### config.mk
export PLATFORM = sky130hd
export DESIGN_NAME = css_cell
export DESIGN_NICKNAME = d
export VERILOG_FILES = /design/src/hw/rtl/css_pkg.sv /design/src/hw/rtl/css_cell.sv
export SDC_FILE = /design/constraint.sdc
export NUM_CORES = 1
export LEC_CHECK = 0
export CORE_MARGIN = 4
export CORE_UTILIZATION = 40
export CTS_BUF_LIST = sky130_fd_sc_hd__clkbuf_16
export CTS_CLUSTER_DIAMETER = 100
export CTS_CLUSTER_SIZE = 8
export DETAILED_ROUTE_END_ITERATION = 8
export DONT_BUFFER_PORTS = 1
export HOLD_SLACK_MARGIN = 0.03
export MAX_ROUTING_LAYER = met4
export SYNTH_ARGS = -nofsm -noshare
export SYNTH_HDL_FRONTEND = slang
export SYNTH_SLANG_ARGS = --single-unit
### constraint.sdc
create_clock -name i_clk -period 2.1 [get_ports i_clk]
set_input_delay 0 -clock i_clk [delete_from_list [all_inputs] [get_ports i_clk]]
set_output_delay 0 -clock i_clk [all_outputs]
set_load 0.02 [all_outputs]
### src/hw/rtl/css_pkg.sv
// Package for the cursor sequence store: sizes, command and status codes,
// cell control word and sequencer states. No dependencies.
`timescale 1ns / 1ps

package css_pkg;

    localparam int DEPTH     = 64;
    localparam int WORD_BITS = 32;
    localparam int IDX_BITS  = $clog2(DEPTH);
    localparam int CNT_BITS  = $clog2(DEPTH + 1);

    typedef enum logic [2:0] {
        CMD_START   = 3'd0,
        CMD_ADVANCE = 3'd1,
        CMD_INSERT  = 3'd2,
        CMD_ATTACH  = 3'd3,
        CMD_REMOVE  = 3'd4,
        CMD_READ    = 3'd5
    } t_cmd;

    typedef enum logic [1:0] {
        ST_OK    = 2'd0,
        ST_FULL  = 2'd1,
        ST_NOCUR = 2'd2,
        ST_RANGE = 2'd3
    } t_status;

    typedef enum logic [1:0] {
        OP_HOLD,
        OP_INSERT,
        OP_REMOVE
    } t_cell_op;

    typedef struct packed {
        t_cell_op              op;
        logic [CNT_BITS-1:0]   pos;
        logic [WORD_BITS-1:0]  word;
    } t_cell_ctl;

    typedef enum logic {
        SQ_IDLE,
        SQ_SELECT
    } t_seq_state;

endpackage

### src/hw/rtl/css_cell.sv
// One storage cell of the chain: holds one word, shifts with its neighbours
// on insert and remove, and drives its word onto the read and cursor buses.
// Depends on css_pkg.
`timescale 1ns / 1ps

module css_cell (
    input  logic                                 i_clk,
    input  logic [css_pkg::IDX_BITS-1:0]         i_idx,
    input  css_pkg::t_cell_ctl                   i_ctl,
    input  logic [css_pkg::WORD_BITS-1:0]        i_left,
    input  logic [css_pkg::WORD_BITS-1:0]        i_right,
    input  logic [css_pkg::CNT_BITS-1:0]         i_rd_pos,
    input  logic [css_pkg::CNT_BITS-1:0]         i_cur_pos,
    output logic [css_pkg::WORD_BITS-1:0]        o_word,
    output logic [css_pkg::WORD_BITS-1:0]        o_rd_word,
    output logic [css_pkg::WORD_BITS-1:0]        o_cur_word
);

    logic [css_pkg::WORD_BITS-1:0] r_word;
    logic [css_pkg::WORD_BITS-1:0] n_word;
    logic [css_pkg::CNT_BITS-1:0]  idx_ext;

    assign idx_ext = css_pkg::CNT_BITS'(i_idx);

    always_comb begin
        n_word = r_word;
        case (i_ctl.op)
            css_pkg::OP_INSERT: begin
                if (idx_ext == i_ctl.pos) begin
                    n_word = i_ctl.word;
                end else if (idx_ext > i_ctl.pos) begin
                    n_word = i_left;
                end
            end
            css_pkg::OP_REMOVE: begin
                if (idx_ext >= i_ctl.pos) begin
                    n_word = i_right;
                end
            end
            default: n_word = r_word;
        endcase
    end

    always_ff @(posedge i_clk) begin
        r_word <= n_word;
    end

    assign o_word     = r_word;
    assign o_rd_word  = (idx_ext == i_rd_pos)  ? r_word : '0;
    assign o_cur_word = (idx_ext == i_cur_pos) ? r_word : '0;

endmodule

==> summary.txt, run 1 <==
Run status
  – Status: complete, no violations

Place
  – Port Buffers: 0
  – Final HPWL DP: 5220 µm
  – Routability cong.: 0.820

Synthesis
  – Ys Warns: 0
  – Seq/Total Area, Yosys: 0.398
  – EDFF count, synth: 32
  – Synthesized cell area: 0.00241 mm²
  – Post-synth cell types: 23
  – Syn_nets: 381
  – Most frequent cell after synthesis: and2_1
  – Most instantiated cells after synthesis: and2_1 (36), edfxtp_1 (32), mux2i_1 (32), nand2_1 (32), o21ai_0 (32)
  – Yosys reg bits: 32
  – FFs w/ async S/R, synth: 0
  – Synth top area cells: edfxtp_1 (40%), mux2i_1 (13%), and2_1 (9.3%)
  – Cell count after synthesis: 249
  – Yosys top cell area share: 0.398
  – Avg Inst Size Synth: 9.69 µm²
  – Synth area leader: edfxtp_1
  – Main synth FF type: edfxtp_1

Global routing
  – M1 GR Usage: 0.185
  – Gr busiest metal: met2
  – Total GRT Usage: 0.181
  – Global-route wire length before repair: 10,100 µm
  – Vias in the first global route: 2,079
  – Met3 usage: 0.0403
  – GRT Residual Overflow: 0
  – Largest net degree at the start of global routing: 65
  – Met2 Use GR: 0.338
  – Antenna violations before repair: 0

Worst setup path
  – Worst setup endpoint: o_word[11]$_DFFE_PP_
  – Worst Setup SP: i_ctl[37]
  – Crit path kind: in -> reg
  – Worst EP arrival: 1.91 ns
  – Crit start category: primary input
  – CP endpoint kind: register
  – Req. time, crit path: 2.11 ns
  – Crit-path max FO: 20

Flow run
  – Max-Cap Viols: 0

Floorplanning
  – Starting Density: 0.410
  – # rows: 28
  – Vert. Die Dim: 85.7 µm
  – Placeable Area: 0.00589 mm²
  – Die area: 0.00734 mm²
  – Number of top-level pins: 222
  – Die Wd: 85.7 µm

Worst hold path
  – Hold Path Class: in -> reg
  – Hold path startpoint: i_left[19]

STA
  – RSZ-0062 raised after global routing: false
  – Fin. Hold Viols: 0
  – # setup viols final: 0
  – Fin crit share: 0.905
  – Hold Worst Slack: 0.0328 ns
  – Tightest Pin Transition: 0.537 ns
  – Slew Viols, Final: 0
  – Relative slew slack: 0.642
  – Setup TNS: 0 ns
  – Tmin final: 1.90 ns
  – Fmax: 526 MHz

Clock network
  – Inserted Clock Buffers: 5
  – # clock sinks: 32
  – H-tree depth: 2
  – Worst-path clk slew: 0.05 ns
  – CTS tree: yes
  – Root Buffer: clkbuf_16
  – Max clock buf depth: 2
  – # resized after CTS: 0

Power and ir drop
  – Leakage power: 1.13 nW
  – VDD IR max: 0.426 mV
  – PwrDens: 560 mW/mm²

Routing
  – Total number of vias: 2,057
  – Remaining antenna violation count after routing: 0
  – Residual DRC: 0
  – Routed vias/inst: 5.51
  – Routed len/inst: 18.8 µm
  – WL final: 7000 µm
  – Drt first pass iters: 4
  – DRT iter0 DRCs: 66

Layout
  – Synth-to-Final Area Change: 30.8%
  – Share of cells above drive strength 1: 0.158
  – Nets: 430
  – Diode count: 0
  – Fill cell count: 507
  – Max reg flops: 32
## stage by stage
| stage | instance area, µm² | setup WS, ns | util | power (mW) | cells |
|---|---|---|---|---|---|
| after detailed placement | 2520 | 0.442 | 0.429 | 1.04 | 316 |
| after global routing | 3160 | 0.0567 | 0.536 | 1.84 | 373 |
| after CTS | 3160 | 0.242 | 0.536 | 1.79 | 373 |
| final | 3160 | 0.199 | 0.536 | 1.77 | 373 |
| after floorplan | 2410 | 0.245 | - | 0.990 | 249 |
| after global placement | 2520 | 0.477 | 0.429 | 1.03 | 316 |
## layout by cell type (no fill, tap or decap), types with 2 or more instances in the layout
| cell | n |
|---|---|
| buf_4 | 7 |
| xor2_1 | 12 |
| and2_2 | 28 |
| nand2_1 | 32 |
| nand3_1 | 2 |
| nor4_4 | 2 |
| dlygate4sd3_1 | 50 |
| clkinv_1 | 2 |
| ha_1 | 6 |
| inv_1 | 6 |
| a21oi_1 | 2 |
| or4_4 | 2 |
| and2_1 | 36 |
| clkbuf_16 | 5 |
| edfxtp_1 | 32 |
| o21ai_0 | 32 |
| mux2i_1 | 32 |
## cell type report
class	instances	area [µm²]	share of cell area
Clock buffer	5	125	0.0397
Clock inverter	2	7.51	0.00238
Inverter	6	22.5	0.00714
Multi-Input combinational cell	195	1370	0.435
Sequential cell	32	961	0.305
Tap cell	75	93.8	0.0297
Timing Repair Buffer	58	573	0.182
## critical path, cell delays in order
cell	delay, ns
inv_1	0.02
ha_1	0.30
nand4b_1	0.18
nor2_4	0.15
buf_4	0.33
mux2i_1	0.25
o21ai_0	0.09
dlygate4sd3_1	0.58
## worst min-delay path by stage
| stage | cells past startpoint | end | slack [ns] |
|---|---|---|---|
| 2_1_floorplan | 2 | o_word[0]$_DFFE_PP_ | 0.19 |
| 4_1_cts | 2 | o_word[17]$_DFFE_PP_ | 0.03 |
| 5_1_grt | 2 | o_word[25]$_DFFE_PP_ | 0.05 |
| 3_5_place_dp | 2 | o_word[10]$_DFFE_PP_ | 0.20 |
| 6_report | 2 | o_word[19]$_DFFE_PP_ | 0.03 |
| 3_3_place_gp | 2 | o_word[7]$_DFFE_PP_ | 0.19 |
## layer usage
layer | routed length, µm | vias to the layer above | part of all wire
met5 | 0 | - | 0
met2 | 3920 | 121 | 0.56
li1 | - | 945 | -
met1 | 2340 | 977 | 0.33
met3 | 591 | 14 | 0.084
met4 | 147 | 0 | 0.021
## power by group
group,switching (mW),internal (mW)
Combinational,0.121,0.146
Sequential,0.0858,0.765
Clock,0.226,0.422
## logic make-up (layout without fill, tap and decap cells)
group                    count (synthesis)  in the layout  share of synthesized area
XOR/XNOR                                12             12                     0.0436
adder cells (fa/ha/maj)                  6              6                     0.0311
AO/OA/AOI/OAI                           36             36                     0.0773
flip-flops                              32             32                      0.398
buffers and inverters                   22             71                     0.0389
AND/OR/NAND/NOR                        109            109                      0.278
multiplexers                            32             32                      0.133
## what timing repair did
action / 4_1_cts / 5_1_grt
buffers inserted: 0 / 0
hold buffers: 50 / 0
hold endpoints to repair: 32 / 0
(Power assumes the default switching activity.)
==> run 2, diff against run 1 <==
--- a/config.mk
+++ b/config.mk
@@ -5,8 +5,9 @@
 export SDC_FILE = /design/constraint.sdc
 export NUM_CORES = 1
 export LEC_CHECK = 0
+export ABC_AREA = 1
 export CORE_MARGIN = 4
-export CORE_UTILIZATION = 40
+export CORE_UTILIZATION = 45
 export CTS_BUF_LIST = sky130_fd_sc_hd__clkbuf_16
 export CTS_CLUSTER_DIAMETER = 100
 export CTS_CLUSTER_SIZE = 8
==> run 2 against run 1 <==
Compared with the run above:
- sequential share of layout area fell by 3.2 points
- sequential power rose by 2%
- area after synthesis rose by 19%
- final area rose by 12%
- first-iteration DRC count rose by 130%
- power rose by 7.9%
- fmax rose by 9.4%
- global-route usage rose by 4.4 points
- non-clock buffer count rose by 3
- setup slack improved by 0.16 ns
- core utilization rose by 4.6 points
- largest cell class unchanged
- largest power group unchanged
==> summary.txt, run 2 <==
Layout
  – Post-route cell area: 0.00353 mm² (+12%)
  – Share of cells above drive strength 1: 0.124 (-0.0341)
  – Max reg flops: 32 (unchanged)
  – Diode count: 0 (unchanged)
  – Synth-to-Final Area Change: 22.4%
  – Fill cell count: 569 (+12%)
  – Nets: 601 (+40%)
  – Final Instance Count excl. Fillers: 544 (+46%)
  – Commonest non-fill, non-tap cell in the layout: nand2_1
  – Most frequent cells in the layout: nand2_1 (121), inv_1 (84), dlygate4sd3_1 (50)

Flow run
  – Max-Cap Viols: 0 (unchanged)

Power and ir drop
  – Int Power: 1.37 mW (+2.7%)
  – Clock share of power: 0.337 (-0.030)
  – VDD IR max: 0.334 mV (-22%)
  – PwrDens: 541 mW/mm² (-3.4%)
  – Leakage power: 1.82 nW (+61%)
  – Sw Pwr: 537 µW (+24%)
  – Flop pwr share: 0.455 (-0.026)
  – Power Total: 1.91 mW (+7.9%)
  – Sw frac: 0.282 (+0.0365)
  – Gate power share: 0.208 (+0.056)

Clock network
  – Worst-path clk slew: 0.05 ns (about the same)
  – Max clock buf depth: 2 (unchanged)
  – # clock sinks: 32 (unchanged)
  – H-tree depth: 2 (unchanged)
  – Inserted Clock Buffers: 5 (unchanged)
  – Root Buffer: clkbuf_16
  – CTS tree: yes
  – # resized after CTS: 0 (unchanged)
  – Post-CTS Hold Fix Bufs: 50 (unchanged)
  – Post-CTS Setup Inserts: 0 (unchanged)

Routing
  – Routed len/inst: 16.3 µm (-13%)
  – DRT iter0 DRCs: 154 (+130%)
  – Remaining antenna violation count after routing: 0 (unchanged)
  – Routed vias/inst: 5.12 (-7.1%)
  – Total number of vias: 2,787 (+35%)
  – Drt first pass iters: 4 (unchanged)
  – WL final: 8850 µm (+26%)
  – Residual DRC: 0 (unchanged)

Synthesis
  – Most frequent cell after synthesis: nand2_1
  – Avg Inst Size Synth: 6.83 µm² (-30%)
  – Synth area leader: edfxtp_1
  – Most instantiated cells after synthesis: nand2_1 (121), inv_1 (84), nor2_1 (41)
  – Seq/Total Area, Yosys: 0.333 (-0.0649)
  – Syn_nets: 554 (+45%)
  – Main synth FF type: edfxtp_1
  – Synthesized cell area: 0.00288 mm² (+19%)
  – Cell count after synthesis: 422 (+69%)
  – Yosys reg bits: 32 (unchanged)
  – FFs w/ async S/R, synth: 0 (unchanged)
  – Ys Warns: 0 (unchanged)
  – Yosys top cell area share: 0.333 (-0.0649)
  – Synth top area cells: edfxtp_1 (33%), nand2_1 (16%), inv_1 (11%)
  – Post-synth cell types: 24 (+4.3%)
  – EDFF count, synth: 32 (unchanged)

Global routing
  – GRT Residual Overflow: 0 (unchanged)
  – Largest net degree at the start of global routing: 33 (-49%)
  – Total GRT Usage: 0.224 (+0.0437)
  – Vias in the first global route: 2,740 (+32%)
  – Antenna violations before repair: 0 (unchanged)
  – Global-route wire length before repair: 13,100 µm (+29%)

STA
  – Final WS setup: 0.363 ns (+0.164 ns)
  – RSZ-0062 raised after global routing: false
  – Relative slew slack: 0.550 (-0.0922)
  – Setup TNS: 0 ns (unchanged)
  – Fin crit share: 0.827 (-0.0779)
  – # setup viols final: 0 (unchanged)
  – Fin. Hold Viols: 0 (unchanged)
  – Slew Viols, Final: 0 (unchanged)
  – Tmin final: 1.74 ns (-0.164 ns)
  – Tightest Pin Transition: 0.673 ns (+0.136 ns)
  – Fmax: 576 MHz (+9.4%)

Worst setup path
  – Worst EP arrival: 1.75 ns (-0.16 ns)
  – CP delay by family, top: buffers and inverters
  – Top cell by count, worst path: nand2_1
  – CP endpoint kind: register
  – Crit-path max FO: 32 (+60%)
  – Crit start category: primary input
  – Worst path max stage delay: 0.54 ns (-0.04 ns)
  – Critical path buffers and inverters: 3 (unchanged)
  – Critical-path top delay cell: dlygate4sd3_1
  – Worst path cell trace: inv_1 > ha_1 > nand2_1 > nor2_4 > buf_4 > nand3b_1 > nand3_1 > nand2_1 > dlygate4sd3_1
  – Crit path kind: in -> reg
  – Req. time, crit path: 2.11 ns (about the same)

Run status
  – Status: complete, no violations

Worst hold path
  – Worst hold endpoint: o_word[11]$_DFFE_PP_
  – Hold path cells: 4 (+2)
  – Hold path startpoint: i_left[11]
  – Hold Path Class: in -> reg

Floorplanning
  – Starting Density: 0.475 (+0.0656)
  – Die area: 0.00775 mm² (+5.6%)
  – # rows: 28 (unchanged)
  – Vert. Die Dim: 88.0 µm (+2.8%)
  – Placeable Area: 0.00606 mm² (+3.0%)
  – Die Wd: 88.0 µm (+2.8%)
  – Number of top-level pins: 222 (unchanged)

Place
  – Final HPWL DP: 6700 µm (+28%)
  – Port Buffers: 0 (unchanged)
  – Dpl cell area: 0.00289 mm² (+15%)
  – Routability cong.: 0.871 (+6.2%)
  – Cells after DPL: 487 (+54%)
  – Place WS: 0.578 ns (+0.137 ns)
run 2: cell count changes after synthesis, moves of 32 or more:
cell and change:
nor2_1 +39, mux2i_1 -32, nand3b_1 +32, nand3_1 +34, inv_1 +78, and2_1 -36, nand2_1 +89, nor2_2 +35
run 2: layer usage:
| metal | up-vias | global-route usage | share of wire |
|---|---|---|---|
| met2 | 164 | 0.401 | 0.53 |
| met4 | 0 | 0.0728 | 0.019 |
| met3 | 14 | 0.0508 | 0.098 |
| met5 | - | - | 0 |
| li1 | 1369 | - | - |
| met1 | 1240 | 0.246 | 0.36 |
run 2: cells by family after synthesis:
kind of cell,share of synthesized area
buffers and inverters,0.171
and+or+nand+nor,0.450
xor gates and xnor gates,0.0122
DFF,0.333
AOI/OAI and AO/OA,0.00738
adders and majority gates,0.0261
run 2: per-stage QoR:
step | hold WS [ns] | util
finish | 0.0317 | 0.582
global placement | 0.190 | 0.477
floorplan | 0.186 | -
detailed placement | 0.192 | 0.477
global route | 0.0550 | 0.582
CTS | 0.0318 | 0.582
run 2: worst max path at each step:
| stage | end | depth (start not counted) | slack, ns | startpoint |
|---|---|---|---|---|
| finish | o_word[18]$_DFFE_PP_ | 9 | 0.36 | i_ctl[34] |
| global route | o_word[14]$_DFFE_PP_ | 9 | 0.25 | i_ctl[34] |
| CTS | o_word[18]$_DFFE_PP_ | 9 | 0.39 | i_ctl[34] |
| detailed placement | o_word[2]$_DFFE_PP_ | 9 | 0.58 | i_ctl[37] |
| global placement | o_word[6]$_DFFE_PP_ | 9 | 0.63 | i_ctl[34] |
| floorplan | o_word[0]$_DFFE_PP_ | 8 | 0.07 | i_ctl[34] |
run 2: area by class of cell:
cell class | count | area (µm²) | area share
tap | 75 | 93.8 | 0.0266
inverter | 85 | 319 | 0.0905
clock buffer | 5 | 125 | 0.0355
clock inverter | 2 | 7.51 | 0.00213
timing repair buffer | 61 | 583 | 0.165
sequential | 32 | 961 | 0.273
multi-input combinational | 284 | 1440 | 0.407
run 2: power groups by stage:
stage | sequential (mW) | clock [mW] | combinational, mW
final | 0.867 | 0.642 | 0.397
after global routing | 0.874 | 0.693 | 0.445
after CTS | 0.869 | 0.669 | 0.394
after detailed placement | 0.881 | 0 | 0.304
after global placement | 0.880 | 0 | 0.299
after floorplan | 0.866 | 0 | 0.252
==> run 3, diff against run 2 <==
--- a/config.mk
+++ b/config.mk
@@ -5,13 +5,13 @@
 export SDC_FILE = /design/constraint.sdc
 export NUM_CORES = 1
 export LEC_CHECK = 0
-export ABC_AREA = 1
-export CORE_MARGIN = 4
-export CORE_UTILIZATION = 45
+export ABC_AREA = 0
+export CORE_AREA = 4 4 83 85
 export CTS_BUF_LIST = sky130_fd_sc_hd__clkbuf_16
 export CTS_CLUSTER_DIAMETER = 100
 export CTS_CLUSTER_SIZE = 8
 export DETAILED_ROUTE_END_ITERATION = 8
+export DIE_AREA = 0 0 87 89
 export DONT_BUFFER_PORTS = 1
 export HOLD_SLACK_MARGIN = 0.03
 export MAX_ROUTING_LAYER = met4
==> constraint.sdc (replaced) <==
create_clock -name i_clk -period 1.5 [get_ports i_clk]
set_input_delay 0 -clock i_clk [delete_from_list [all_inputs] [get_ports i_clk]]
set_output_delay 0 -clock i_clk [all_outputs]
set_load 0.02 [all_outputs]
==> run 3 against run 2 <==
Compared with the run above:
- worst hold slack got worse by 0.0032 ns
- combinational power increased by 2%
- critical path type is now in -> out
- power increased by 32%
- clock power increased by 44%
- critical endpoint is now o_cur_word[26]
- sequential cell count unchanged
- routed wire length decreased by 12%
- largest cell class unchanged
==> summary.txt, run 3 (synthesis gave the netlist of run 1 again) <==
Run status
  – Status: complete, no violations

Worst setup path
  – Crit-path max FO: 22 (-31%)
  – Crit start category: primary input
  – Critical-path top delay cell: or4_4
  – CP endpoint kind: output port
  – Worst EP arrival: 1.38 ns (-0.37 ns)
  – Worst path cell trace: xor2_1 > or4_4 > nor4_4 > buf_4 > and2_1
  – Worst path max stage delay: 0.54 ns (about the same)
  – Req. time, crit path: 1.50 ns (-0.61 ns)
  – Crit path kind: in -> out

Global routing
  – Total GRT Usage: 0.194 (-0.0309)
  – GRT Residual Overflow: 0 (unchanged)
  – Largest net degree at the start of global routing: 43 (+30%)
  – Global-route wire length before repair: 11,000 µm (-16%)
  – Vias in the first global route: 2,142 (-22%)
  – Antenna violations before repair: 0 (unchanged)

Floorplanning
  – Die area: 0.00774 mm² (about the same)
  – Number of top-level pins: 222 (unchanged)
  – # rows: 29 (+3.6%)
  – Vert. Die Dim: 89 µm (+1.1%)
  – Starting Density: 0.389 (-0.0866)
  – Placeable Area: 0.00620 mm² (+2.4%)
  – Die Wd: 87 µm (-1.2%)

Layout
  – Commonest non-fill, non-tap cell in the layout: dlygate4sd3_1
  – Fill cell count: 554 (-2.6%)
  – Final core occ: 0.538 (-0.0433)
  – Diode count: 0 (unchanged)
  – Share of cells above drive strength 1: 0.166 (+0.0425)
  – Most frequent cells in the layout: dlygate4sd3_1 (62), and2_1 (36)
  – Nets: 445 (-26%)
  – Final Instance Count excl. Fillers: 390 (-28%)
  – Synth-to-Final Area Change: 38.5%
  – Max reg flops: 32 (unchanged)

Place
  – Place WS: -0.0618 ns (-0.640 ns)
  – Cells after DPL: 321 (-34%)
  – Final HPWL DP: 5340 µm (-20%)
  – Routability cong.: 0.836 (-4.0%)
  – Port Buffers: 0 (unchanged)

Power and ir drop
  – Leakage power: 1.20 nW (-34%)
  – VDD IR max: 0.639 mV (+91%)
  – PwrDens: 755 mW/mm² (+40%)

Flow run
  – Max-Cap Viols: 0 (unchanged)

STA
  – Fmax: 723 MHz
  – Final WS setup: 0.117 ns (-0.246 ns)
  – Fin crit share: 0.922
  – # setup viols final: 0 (unchanged)
  – Fin. Hold Viols: 0 (unchanged)
  – Tightest Pin Transition: 0.355 ns (-0.318 ns)
  – Relative slew slack: 0.763 (+0.213)
  – Slew Viols, Final: 0 (unchanged)
  – Tmin final: 1.38 ns
  – RSZ-0062 raised after global routing: false

Routing
  – Residual DRC: 0 (unchanged)
  – Routed len/inst: 19.9 µm (+22%)
  – DRT iter0 DRCs: 82 (-47%)
  – Total number of vias: 2,111 (-24%)
  – Remaining antenna violation count after routing: 0 (unchanged)
  – WL final: 7750 µm (-12%)
  – Routed vias/inst: 5.41 (+5.7%)
  – Drt first pass iters: 4 (unchanged)

Clock network
  – # clock sinks: 32 (unchanged)
  – Worst-path clk slew: 0.05 ns (about the same)
  – CTS tree: yes
  – Max clock buf depth: 2 (unchanged)
  – H-tree depth: 2 (unchanged)
  – Inserted Clock Buffers: 5 (unchanged)
  – Root Buffer: clkbuf_16

Worst hold path
  – Hold Path Class: in -> reg
[run 3: changes by cell type in the layout (fill, tap and decap cells not counted), moves of 10 or more]
cell / change
and2_1: +36
and2_2: +28
dlygate4sd3_1: +12
inv_1: -77
mux2i_1: +32
nand2_1: -89
nand3_1: -34
nand3b_1: -32
nor2_1: -39
nor2_2: -35
o21ai_0: +31
xor2_1: +10
[run 3: path summary, 6_finish.rpt]
path | slack (ns) | depth (start not counted) | endpoint | startpoint
min | 0.03 | 2 | o_word[30]$_DFFE_PP_ | i_left[30]
max | 0.12 | 5 | o_cur_word[26] | i_cur_pos[5]
[run 3: critical path: cells and delay by family]
kind | cells | cell delay [ns]
AND/OR/NAND/NOR | 3 | 0.99
buffers and inverters | 1 | 0.25
XOR/XNOR | 1 | 0.14
[run 3: through the flow]
stage	hold slack, ns	cell area (µm²)	total power [mW]	setup TNS (ns)
after floorplan	0.187	2410	1.39	-2.11
after global placement	0.190	2590	1.46	-0.0476
after detailed placement	0.196	2590	1.47	-0.0990
after CTS	0.0322	3340	2.55	0
after global routing	0.0405	3340	2.64	0
final	0.0285	3340	2.52	0
[run 3: report_power, final]
group          internal, mW  total [mW]  switching, mW
Sequential             1.07        1.19          0.122
Combinational         0.220       0.403          0.183
Clock                 0.594       0.926          0.331
Total                  1.88        2.52          0.637
[run 3: final cells by class]
class                   instances  area, µm²  area share
clock inverters                 2       8.76     0.00262
multi-input cells             195       1370       0.411
clock buffers                   5        125      0.0375
inverters                       6       22.5     0.00674
flip-flops and latches         32        961       0.288
well taps                      77       96.3      0.0288
repair buffers                 73        753       0.225
[run 3: repair_timing]
action                    4_1_cts  5_1_grt
setup buffers                   0        0
resized for setup               0        0
hold endpoints to repair       32        0
hold buffers                   62        0
[run 3: per-layer routing]
layer  vias up  GRT usage  wire length, µm
met3        24     0.0341              528
met5         -          -                0
met2       119      0.344             4270
met4         0     0.0892              267
met1       991      0.210             2690
li1        977          -                -
